File: src/sv/tsc_pkg.sv
// ----------------------------------------------------------------------------
// Shutter command package
// Types, codes and reset values shared by the two-button shutter command block.
// ----------------------------------------------------------------------------
package tsc_pkg;

  localparam int unsigned TimeBits   = 32;
  localparam int unsigned HoldBits   = 16;
  localparam int unsigned LedBits    = 8;
  localparam int unsigned CfgIdxBits = 2;
  localparam int unsigned CfgBits    = 16;
  localparam int unsigned InBits     = 40;
  localparam int unsigned OutBits    = 24;

  localparam logic [HoldBits-1:0] HoldReset = HoldBits'(300);
  localparam logic [HoldBits-1:0] RunReset  = HoldBits'(300);
  localparam logic [LedBits-1:0]  LedReset  = LedBits'(100);

  typedef enum logic [CfgIdxBits-1:0] {
    CFG_HOLD_TIME = 2'd0,
    CFG_RUN_TIME  = 2'd1,
    CFG_LED_LEVEL = 2'd2
  } cfg_idx_e;

  typedef enum logic [1:0] {
    MOTOR_UNKNOWN = 2'd0,
    MOTOR_IDLE    = 2'd1,
    MOTOR_UP      = 2'd2,
    MOTOR_DOWN    = 2'd3
  } motor_e;

  typedef enum logic [1:0] {
    ACT_NONE = 2'd0,
    ACT_GO   = 2'd1,
    ACT_STOP = 2'd2
  } act_e;

  typedef enum logic [1:0] {
    EV_NONE  = 2'd0,
    EV_CLICK = 2'd1,
    EV_HOLD  = 2'd2
  } btn_ev_e;

  typedef struct packed {
    btn_ev_e ev;
    logic    clear_req;
  } btn_out_t;

endpackage

File: src/sv/two_button_shutter_command.sv
// ----------------------------------------------------------------------------
// Two-button shutter command
// Turns button polls into up, down and stop commands with a run timer.
// ----------------------------------------------------------------------------
//  Channel   Direction  Payload
//  s_axis    in         poll: time, button levels and click flags, motor state
//  m_axis    out        commands, clear requests, LED levels
//  cfg       in         register index and write data
//
// Each poll passes an input register and a result register; one item per cycle
// is sustained while m_axis_tready stays high.
// Reset clears all trackers and the run timer and loads the register defaults.
// A stalled result register holds the input register; the input side then
// stalls as well. Configuration writes are taken in every cycle.
module two_button_shutter_command (
  input  logic                             clk_i,
  input  logic                             rst_ni,
  input  logic                             s_axis_tvalid,
  output logic                             s_axis_tready,
  // time_ms[31:0], up_level, up_click_flag, down_level, down_click_flag,
  // motor_state[1:0], zero pad
  input  logic [tsc_pkg::InBits-1:0]       s_axis_tdata,
  output logic                             m_axis_tvalid,
  input  logic                             m_axis_tready,
  // up_action[1:0], down_action[1:0], timer_stop, clear_up_events,
  // clear_down_events, led_up_out[7:0], led_down_out[7:0], zero pad
  output logic [tsc_pkg::OutBits-1:0]      m_axis_tdata,
  input  logic                             cfg_valid_i,
  output logic                             cfg_ready_o,
  input  logic [tsc_pkg::CfgIdxBits-1:0]   cfg_index_i,
  input  logic [tsc_pkg::CfgBits-1:0]      cfg_data_i
);

  logic [tsc_pkg::HoldBits-1:0] hold_time_q, run_time_q;
  logic [tsc_pkg::LedBits-1:0]  led_level_q;

  logic                         in_valid_q, in_valid_d;
  logic [tsc_pkg::InBits-1:0]   in_data_q;
  logic                         out_valid_q, out_valid_d;
  logic [tsc_pkg::OutBits-1:0]  out_data_q, out_data_d;
  logic                         load, advance;

  logic [tsc_pkg::TimeBits-1:0] now;
  logic                         up_lv, up_ck, dn_lv, dn_ck;
  tsc_pkg::motor_e              motor;
  tsc_pkg::btn_out_t            up_out, dn_out;
  tsc_pkg::act_e                up_act, dn_act;
  logic                         up_run, dn_run, arm;
  logic                         armed_q, armed_d;
  logic [tsc_pkg::TimeBits-1:0] tstart_q, tstart_d;
  logic [tsc_pkg::TimeBits-1:0] run_elapsed;
  logic                         tstop;
  logic [tsc_pkg::LedBits-1:0]  led_up, led_dn;

  assign cfg_ready_o = 1'b1;

  always_ff @(posedge clk_i or negedge rst_ni) begin
    if (!rst_ni) begin
      hold_time_q <= tsc_pkg::HoldReset;
      run_time_q  <= tsc_pkg::RunReset;
      led_level_q <= tsc_pkg::LedReset;
    end else if (cfg_valid_i && cfg_ready_o) begin
      unique case (cfg_index_i)
        tsc_pkg::CFG_HOLD_TIME: hold_time_q <= cfg_data_i;
        tsc_pkg::CFG_RUN_TIME:  run_time_q  <= cfg_data_i;
        tsc_pkg::CFG_LED_LEVEL: led_level_q <= cfg_data_i[tsc_pkg::LedBits-1:0];
        default: ;
      endcase
    end
  end

  assign advance       = in_valid_q && (!out_valid_q || m_axis_tready);
  assign s_axis_tready = !in_valid_q || advance;
  assign load          = s_axis_tvalid && s_axis_tready;
  assign in_valid_d    = load ? 1'b1 : (advance ? 1'b0 : in_valid_q);
  assign out_valid_d   = advance ? 1'b1 : (m_axis_tready ? 1'b0 : out_valid_q);

  always_ff @(posedge clk_i or negedge rst_ni) begin
    if (!rst_ni) begin
      in_valid_q  <= 1'b0;
      out_valid_q <= 1'b0;
    end else begin
      in_valid_q  <= in_valid_d;
      out_valid_q <= out_valid_d;
    end
  end

  always_ff @(posedge clk_i) begin
    if (load) begin
      in_data_q <= s_axis_tdata;
    end
    if (advance) begin
      out_data_q <= out_data_d;
    end
  end

  assign now   = in_data_q[31:0];
  assign up_lv = in_data_q[32];
  assign up_ck = in_data_q[33];
  assign dn_lv = in_data_q[34];
  assign dn_ck = in_data_q[35];
  assign motor = tsc_pkg::motor_e'(in_data_q[37:36]);

  tsc_button u_up (
    .clk_i       (clk_i),
    .rst_ni      (rst_ni),
    .en_i        (advance),
    .now_i       (now),
    .level_i     (up_lv),
    .click_i     (up_ck),
    .hold_time_i (hold_time_q),
    .out_o       (up_out)
  );

  tsc_button u_down (
    .clk_i       (clk_i),
    .rst_ni      (rst_ni),
    .en_i        (advance),
    .now_i       (now),
    .level_i     (dn_lv),
    .click_i     (dn_ck),
    .hold_time_i (hold_time_q),
    .out_o       (dn_out)
  );

  assign up_run = motor == tsc_pkg::MOTOR_UP;
  assign dn_run = motor == tsc_pkg::MOTOR_DOWN;

  always_comb begin
    up_act = tsc_pkg::ACT_NONE;
    if (up_out.ev != tsc_pkg::EV_NONE) begin
      up_act = up_run ? tsc_pkg::ACT_STOP : tsc_pkg::ACT_GO;
    end
    dn_act = tsc_pkg::ACT_NONE;
    if (dn_out.ev != tsc_pkg::EV_NONE) begin
      dn_act = dn_run ? tsc_pkg::ACT_STOP : tsc_pkg::ACT_GO;
    end
  end

  assign arm = (up_out.ev == tsc_pkg::EV_CLICK && !up_run) ||
               (dn_out.ev == tsc_pkg::EV_CLICK && !dn_run);
  assign run_elapsed = now - tstart_q;

  always_comb begin
    tstart_d = arm ? now : tstart_q;
    if (arm) begin
      tstop = run_time_q == '0;
    end else begin
      tstop = armed_q && (run_elapsed >= tsc_pkg::TimeBits'(run_time_q));
    end
    armed_d = (armed_q || arm) && !tstop;
  end

  always_ff @(posedge clk_i or negedge rst_ni) begin
    if (!rst_ni) begin
      armed_q  <= 1'b0;
      tstart_q <= '0;
    end else if (advance) begin
      armed_q  <= armed_d;
      tstart_q <= tstart_d;
    end
  end

  assign led_up = up_run ? led_level_q : '0;
  assign led_dn = dn_run ? led_level_q : '0;

  assign out_data_d = {1'b0, led_dn, led_up, dn_out.clear_req, up_out.clear_req,
                       tstop, dn_act, up_act};

  assign m_axis_tvalid = out_valid_q;
  assign m_axis_tdata  = out_data_q;

  a_stall_blocks_input: assert property (@(posedge clk_i) disable iff (!rst_ni)
    in_valid_q && out_valid_q && !m_axis_tready |-> !s_axis_tready)
    else $error("input accepted while both stages are stalled");

  a_timer_disarms: assert property (@(posedge clk_i) disable iff (!rst_ni)
    advance && tstop |=> !armed_q)
    else $error("run timer still armed after it expired");

  a_leds_exclusive: assert property (@(posedge clk_i) disable iff (!rst_ni)
    out_valid_q |-> (out_data_q[14:7] == '0 || out_data_q[22:15] == '0))
    else $error("both direction LEDs lit");

  a_stop_needs_timer: assert property (@(posedge clk_i) disable iff (!rst_ni)
    advance && tstop && !arm |-> armed_q)
    else $error("timer stop without an armed timer");

endmodule

File: src/sv/tsc_button.sv
// ----------------------------------------------------------------------------
// Button press tracker
// Tracks one button's press start, hold and pressed flags and reports events.
// ----------------------------------------------------------------------------
module tsc_button (
  input  logic                          clk_i,
  input  logic                          rst_ni,
  input  logic                          en_i,
  input  logic [tsc_pkg::TimeBits-1:0]  now_i,
  input  logic                          level_i,
  input  logic                          click_i,
  input  logic [tsc_pkg::HoldBits-1:0]  hold_time_i,
  output tsc_pkg::btn_out_t             out_o
);

  logic                         seen_q, seen_d;
  logic                         hold_q, hold_d;
  logic [tsc_pkg::TimeBits-1:0] start_q, start_d;
  logic [tsc_pkg::TimeBits-1:0] elapsed;
  logic                         hold_due;

  assign elapsed  = now_i - start_q;
  assign hold_due = elapsed >= tsc_pkg::TimeBits'(hold_time_i);

  always_comb begin
    seen_d        = seen_q;
    hold_d        = hold_q;
    start_d       = start_q;
    out_o.ev        = tsc_pkg::EV_NONE;
    out_o.clear_req = 1'b0;
    if (!seen_q && level_i) begin
      seen_d          = 1'b1;
      hold_d          = 1'b0;
      start_d         = now_i;
      out_o.clear_req = 1'b1;
    end else if (seen_q && level_i) begin
      if (!hold_q && hold_due) begin
        hold_d   = 1'b1;
        out_o.ev = tsc_pkg::EV_HOLD;
      end
    end else if (seen_q && click_i) begin
      seen_d          = 1'b0;
      out_o.clear_req = 1'b1;
      if (!hold_q) begin
        out_o.ev = tsc_pkg::EV_CLICK;
      end
    end
  end

  always_ff @(posedge clk_i or negedge rst_ni) begin
    if (!rst_ni) begin
      seen_q  <= 1'b0;
      hold_q  <= 1'b0;
      start_q <= '0;
    end else if (en_i) begin
      seen_q  <= seen_d;
      hold_q  <= hold_d;
      start_q <= start_d;
    end
  end

endmodule
File: config.mk
export PLATFORM = sky130hd
export DESIGN_NAME = two_button_shutter_command
export DESIGN_NICKNAME = d
export VERILOG_FILES = /design/src/sv/tsc_pkg.sv /design/src/sv/two_button_shutter_command.sv /design/src/sv/tsc_button.sv
export SDC_FILE = /design/constraint.sdc
export NUM_CORES = 1
export LEC_CHECK = 0
export BUFFER_PORTS_ARGS = -buffer_cell sky130_fd_sc_hd__clkbuf_2
export CAP_MARGIN = 20
export CORE_MARGIN = 2
export CORE_UTILIZATION = 26
export CTS_CLUSTER_SIZE = 10
export DETAILED_ROUTE_END_ITERATION = 10
export MAX_ROUTING_LAYER = met4
export PLACE_DENSITY = 0.44
export SYNTH_ARGS = -nofsm -noshare
export SYNTH_HDL_FRONTEND = slang
export SYNTH_SLANG_ARGS = --single-unit
File: constraint.sdc
create_clock -name clk_i -period 11.17 [get_ports clk_i]
set_input_delay 2.234 -clock clk_i [delete_from_list [all_inputs] [get_ports clk_i]]
set_output_delay 2.234 -clock clk_i [all_outputs]
set_load 0.02 [all_outputs]
* Word level (Yosys, flattened, before mapping)
Index checks and enable logic that the tools add are counted.
** Operators by class
- $add $sub $neg :: 3
- $lt $le $gt $ge :: 3
- Equal/unequal tests :: 8
- Muxes and demuxes :: 31
- Reduce and logical (&&, ||, !) cells :: 49
** Operators with widths (count)
- $ge 32x16->1 :: 3
- $sub 32x32->32 :: 3
- $mux 1 :: 21
- $mux 2 :: 10
- $reduce_bool 2->1 :: 10
- $logic_not 16->1 :: 1
- $logic_and 1x1->1 :: 14
- $reduce_and 2->1 :: 6
- $reduce_and 3->1 :: 4
- $logic_not 1->1 :: 9
- $eq 2x1->1 const B :: 3
- $eq 2x2->1 const B :: 3
- $logic_or 1x1->1 :: 4
- $ne 2x1->1 const B :: 2
- $logic_not 2->1 :: 1
** Storage, ports and cells
- Flip-flop bits (word level) :: 204
- Logic and storage cells :: 115

* Logic depth before layout (Yosys ltp)
- Depth in word-level cells :: 12
- Gate-level depth with buffers :: 21
- Gate-level depth less buffers :: 21

* By module
A second synthesis with hierarchy kept.
** Unflattened totals
- Cells, all modules :: 1566
- Area total of the unflattened synthesis :: 14811.7 um2
** Modules (own cells, without submodules)
- two_button_shutter_command :: times used 1, cells an instance 672, area each 7260.7 um2, sequential area each 3722.3 um2
- tsc_button at u_up :: times used 1, cells an instance 444, area each 3796.1 um2, sequential area each 850.8 um2
- tsc_button at u_down :: times used 1, cells an instance 450, area each 3754.9 um2, sequential area each 850.8 um2

* Worst setup path before layout
No wires, ideal clock.
- Path kind :: input to output
- Start :: input m_axis_tready
- End :: output s_axis_tready
- Arrival :: 2.512 ns
- Data required time :: 8.936 ns
- Slack :: 6.424 ns
- Stages on the path :: 1
- Path through :: nand3b_1
** Between the ends
- Word-level cells in the longest chain between the ends :: 3
** RTL lines
- from (decl) :: RTL line two_button_shutter_command.sv:24 : input logic m_axis_tready,
- $logic_or 1x1->1 :: RTL line two_button_shutter_command.sv:72 : assign advance = in_valid_q && (!out_valid_q || m_axis_tready);
- $logic_and 1x1->1 :: RTL line two_button_shutter_command.sv:72
- $logic_or 1x1->1 :: RTL line two_button_shutter_command.sv:73 : assign s_axis_tready = !in_valid_q || advance;
- to (decl) :: RTL line two_button_shutter_command.sv:19 : output logic s_axis_tready,
No other way between the ends.

* Worst setup path after layout
- Start :: register in_data_q[1] (netlist name)
- End :: register out_data_q (netlist bit m_axis_tdata[4]), data pin
** Between the ends
- Word-level cells in the longest chain between the ends :: 10
- Elaborated cells between the ends (all ways) :: 21
- Those cells by class :: add/sub: 3; order compare: 3; eq/ne: 2; mux: 7; reduce/logical: 6
** RTL lines
- from (decl) :: RTL line two_button_shutter_command.sv:38 : logic [tsc_pkg::InBits-1:0] in_data_q;
- from (signal assigned) :: RTL line two_button_shutter_command.sv:90 : in_data_q <= s_axis_tdata;
- $sub 32x32->32 :: RTL line tsc_button.sv:22 : assign elapsed = now_i - start_q;
- $ge 32x16->1 :: RTL line tsc_button.sv:23 : assign hold_due = elapsed >= tsc_pkg::TimeBits'(hold_time_i);
- $logic_and 1x1->1 :: RTL line tsc_button.sv:37 : if (!hold_q && hold_due) begin
- $mux 2 :: RTL line tsc_button.sv:37
- $mux 2 :: RTL line tsc_button.sv:36 : end else if (seen_q && level_i) begin
- $mux 2 :: RTL line tsc_button.sv:31 : if (!seen_q && level_i) begin
- $eq 2x1->1 (on tied branches) :: RTL line two_button_shutter_command.sv:140, two_button_shutter_command.sv:141
- $logic_and 1x1->1 (on tied branches) :: RTL line two_button_shutter_command.sv:140, two_button_shutter_command.sv:141
- $logic_or 1x1->1 :: RTL line two_button_shutter_command.sv:140 : assign arm = (up_out.ev == tsc_pkg::EV_CLICK && !up_run) ||
- $mux 1 (*) :: RTL line two_button_shutter_command.sv:146 : if (arm) begin
- named net tstop :: RTL line two_button_shutter_command.sv:52 : logic tstop;
- to (signal assigned) :: RTL line two_button_shutter_command.sv:93 : out_data_q <= out_data_d;
- to (decl) :: RTL line two_button_shutter_command.sv:40 : logic [tsc_pkg::OutBits-1:0] out_data_q, out_data_d;
The timed path passes the listed nets; every way through them passes the cells marked *.
A chain may end at the register's enable or synchronous reset.

==> results.tsv <==
stage	metric	value	unit
synthesis	ys_warn_count	0	
placement	portBuffers	85	
timing	slew_headroom	30.85	%
routing	vias	11330	
synthesis	synthTopCellsByCount	nand2_1 (179), inv_1 (151), ha_1 (141), o21ai_0 (138), dfrtp_1 (132)	
setup_path	ff2ff_setup_slack	5.62	ns
routing	wire_per_inst	16.64	um
synthesis	yosysTopAreaCell	dfrtp_1	
setup_path	end_kind	flip-flop	
pwr	power.leakage	7.112	nW
routing	firstDrtPassIters	5	
synthesis	synth_flop_cell	dfrtp_1	
placement	dp_hpwl	30440	um
die	start_util	26.34	%
synthesis	ys_seq_elements	204	
timing	setup_viol	0	
setup_path	start_kind	flip-flop	
timing	rsz0062_at_grt	false	
global_route	antenna_found_initial	1	
layout	drive_above_1_share	13.72	%
routing	drc	0	
layout	final_nets	1832	
hold_path	hp-start	in_valid_q	
timing	drv_slew	0	
setup_path	arrival	5.87	ns
die	ios	90	
layout	stdcell_count	2343	
setup_path	regToRegStartpoint	in_data_q[1]	
cts	cts_buffers	28	
synthesis	synth_cells	1560	
synthesis	synthMostInstantiatedCell	nand2_1	
timing	finClkSkew	0.03541	ns
layout	diodes	0	
synthesis	synth-edff-count	61	
global_route	grt_pass1_vias	11320	
cts	clkTransAtPathRegs	0.06	ns
global_route	grt-ovfl-total	0	
cts	cts_buffer_depth	3	
placement	dp_cells	2291	
cts	ctsHtreeMaxLevel	1	
timing	fmax	0.1802	GHz
setup_path	critPathMaxFanout	7	
setup_path	cp.required	11.49	ns
die	die_w	237.5	um
timing	period_share	49.67	%
synthesis	async_flop_share	70.10	%
run	maxCapViolations	0	
cts	ctsHoldBuffers	0	
cts	cts_setup_buffers	0	
hold_path	min_to	m_axis_tvalid	
timing	tightest_slew	1.037	ns
hold_path	hold_path_depth	1	
timing	min_period	5.548	ns
cts	tritoncts	done	
synthesis	synth_area_leaders	dfrtp_1 (23%), edfxtp_1 (13%), ha_1 (12%), o21ai_0 (4.9%), mux2_2 (4.8%)	
synthesis	syn_avg_cell_area	9.087	sq um
layout	seq_area	5424	sq um
die	die-area	56410	sq um
synthesis	syn-num-nets	1767	
layout	area_delta_synth_final	14.29	%
placement	gp_congestion	0.8573	
setup_path	r2r_end	m_axis_tdata[4]	
cts	cts_resized	0	
global_route	grt_pass1_wl	62130	um
hold_path	hold_path.class	reg2reg	
die	std_cell_rows	85	
routing	via_per_inst	4.837	
setup_path	critPathKind	reg2reg	
synthesis	seq_area_frac_synth	38.26	%
layout	fillCellCount	5690	
synthesis	synth_top_area_share	23.30	%
cts	root_buffer	clkbuf_16	
die	fp.dieH	237.5	um
cts	clock_latency	0.58	ns
setup_path	r2r_cells	16	
routing	antenna_left	0	
layout	multi_input_area	7966	sq um
routing	drt_iter0_markers	502	
global_route	grt_max_degree	89	
pwr	vdd_drop_max	0.0001145	V
synthesis	syn-cell-area	14180	sq um
placement	place_area	15310	sq um
die	coreArea	53810	sq um
timing	final.setup.tns	0	ns
layout	stdcell_area	16200	sq um
pwr	p_per_area	259.2	nW/um^2
global_route	grt_usage	14.21	%
cts	cts.sinks	204	
run_status	status	complete, no violations	
routing	routed_wl	38990	um
synthesis	synth_cell_types	79	
timing	hold_viol_final	0	
-- logic make-up after synthesis --
| kind of cell | Yosys count | synth area share [%] |
|---|---|---|
| AOI/OAI and AO/OA | 448 | 19.75 |
| xor gates and xnor gates | 57 | 3.522 |
| adders and majority gates | 144 | 12.87 |
| buffers and inverters | 209 | 5.684 |
| DFF | 204 | 38.26 |
| muxes | 71 | 5.543 |
| other | 2 | 0.05298 |
| and+or+nand+nor | 425 | 14.32 |
-- per-stage QoR --
step	total power [W]	setup slack, ns	hold WS [ns]	util [%]
after global placement	0.003334	5.605	0.4586	28.45
final	0.004200	5.622	0.4720	30.11
after CTS	0.004255	5.526	0.4783	30.11
after detailed placement	0.003348	5.551	0.4653	28.45
after floorplan	0.002774	6.424	0.4490	-
after global routing	0.004594	5.189	0.5112	30.11
-- metal layers --
metal  GRT usage, %  share of wire (%)
met1          19.08                 49
met2          22.72                 45
met3          1.870                3.5
met4          3.469                2.2
met5              -                  0
-- worst max path at each step --
stage | start | to | slack (ns) | depth (start not counted)
6_report | in_data_q[1] | m_axis_tdata[4] | 5.62 | 16
5_1_grt | in_data_q[1] | m_axis_tdata[4] | 5.19 | 16
4_1_cts | in_data_q[1] | m_axis_tdata[4] | 5.53 | 16
3_5_place_dp | in_data_q[1] | m_axis_tdata[4] | 5.55 | 16
3_3_place_gp | in_data_q[1] | m_axis_tdata[4] | 5.60 | 16
2_1_floorplan | m_axis_tready | s_axis_tready | 6.42 | 1
-- worst max-delay path: stages (launching register included) --
cell      delay, ns
edfxtp_1       0.53
ha_1           0.34
nor2b_1        0.13
o21ai_1        0.15
a21oi_1        0.12
o41ai_1        0.68
nand3b_1       0.34
nor3_1         0.34
o21bai_1       0.11
xor2_1         0.16
ha_1           0.21
or4_1          0.50
o21a_1         0.20
or4b_1         0.52
or4_1          0.50
nor4_2         0.38
nor2_1         0.07
-- where the power goes --
group | total, W | switching (W) | internal, W | leakage, nW
clock network | 0.000869 | 0.000347 | 0.000522 | 0.429
logic | 0.00227 | 0.00133 | 0.000940 | 4.41
registers | 0.00106 | 0.0000906 | 0.000972 | 2.27
-- cells in the final DEF, fill, tap and decap left out, types with 15 or more instances in the layout --
master,instances
a21o_1,39
a21oi_1,113
a31oi_1,16
and3_1,17
clkbuf_16,28
clkbuf_2,84
dfrtp_1,132
edfxtp_1,61
ha_1,141
inv_1,151
mux2_2,60
nand2_1,179
nand3_1,20
nand4_1,29
nor2_1,70
nor3_1,23
o21a_1,21
o21ai_0,138
o21bai_1,15
xnor2_1,37
xor2_1,20
-- area by class of cell --
type                            instances  share of cell area [%]
Timing Repair Buffer                   92                   2.965
Sequential cell                       204                   33.48
Clock buffer                           41                   4.749
Clock inverter                         11                  0.7414
Inverter                              152                   3.522
Multi-Input combinational cell       1147                   49.17
Tap cell                              696                   5.375
-- state kept, by name (all words and copies together) (netlist names) --
register        flops
led_level_q         8
in_data_q          38
run_time_q         16
m_axis_tdata       23
armed_q             1
m_axis_tvalid       1
u_up.hold_q         1
u_down.start_q     32
hold_time_q        16
tstart_q           32
u_up.seen_q         1
in_valid_q          1
u_down.hold_q       1
u_up.start_q       32
u_down.seen_q       1
Power figures use the tool's default switching activity.
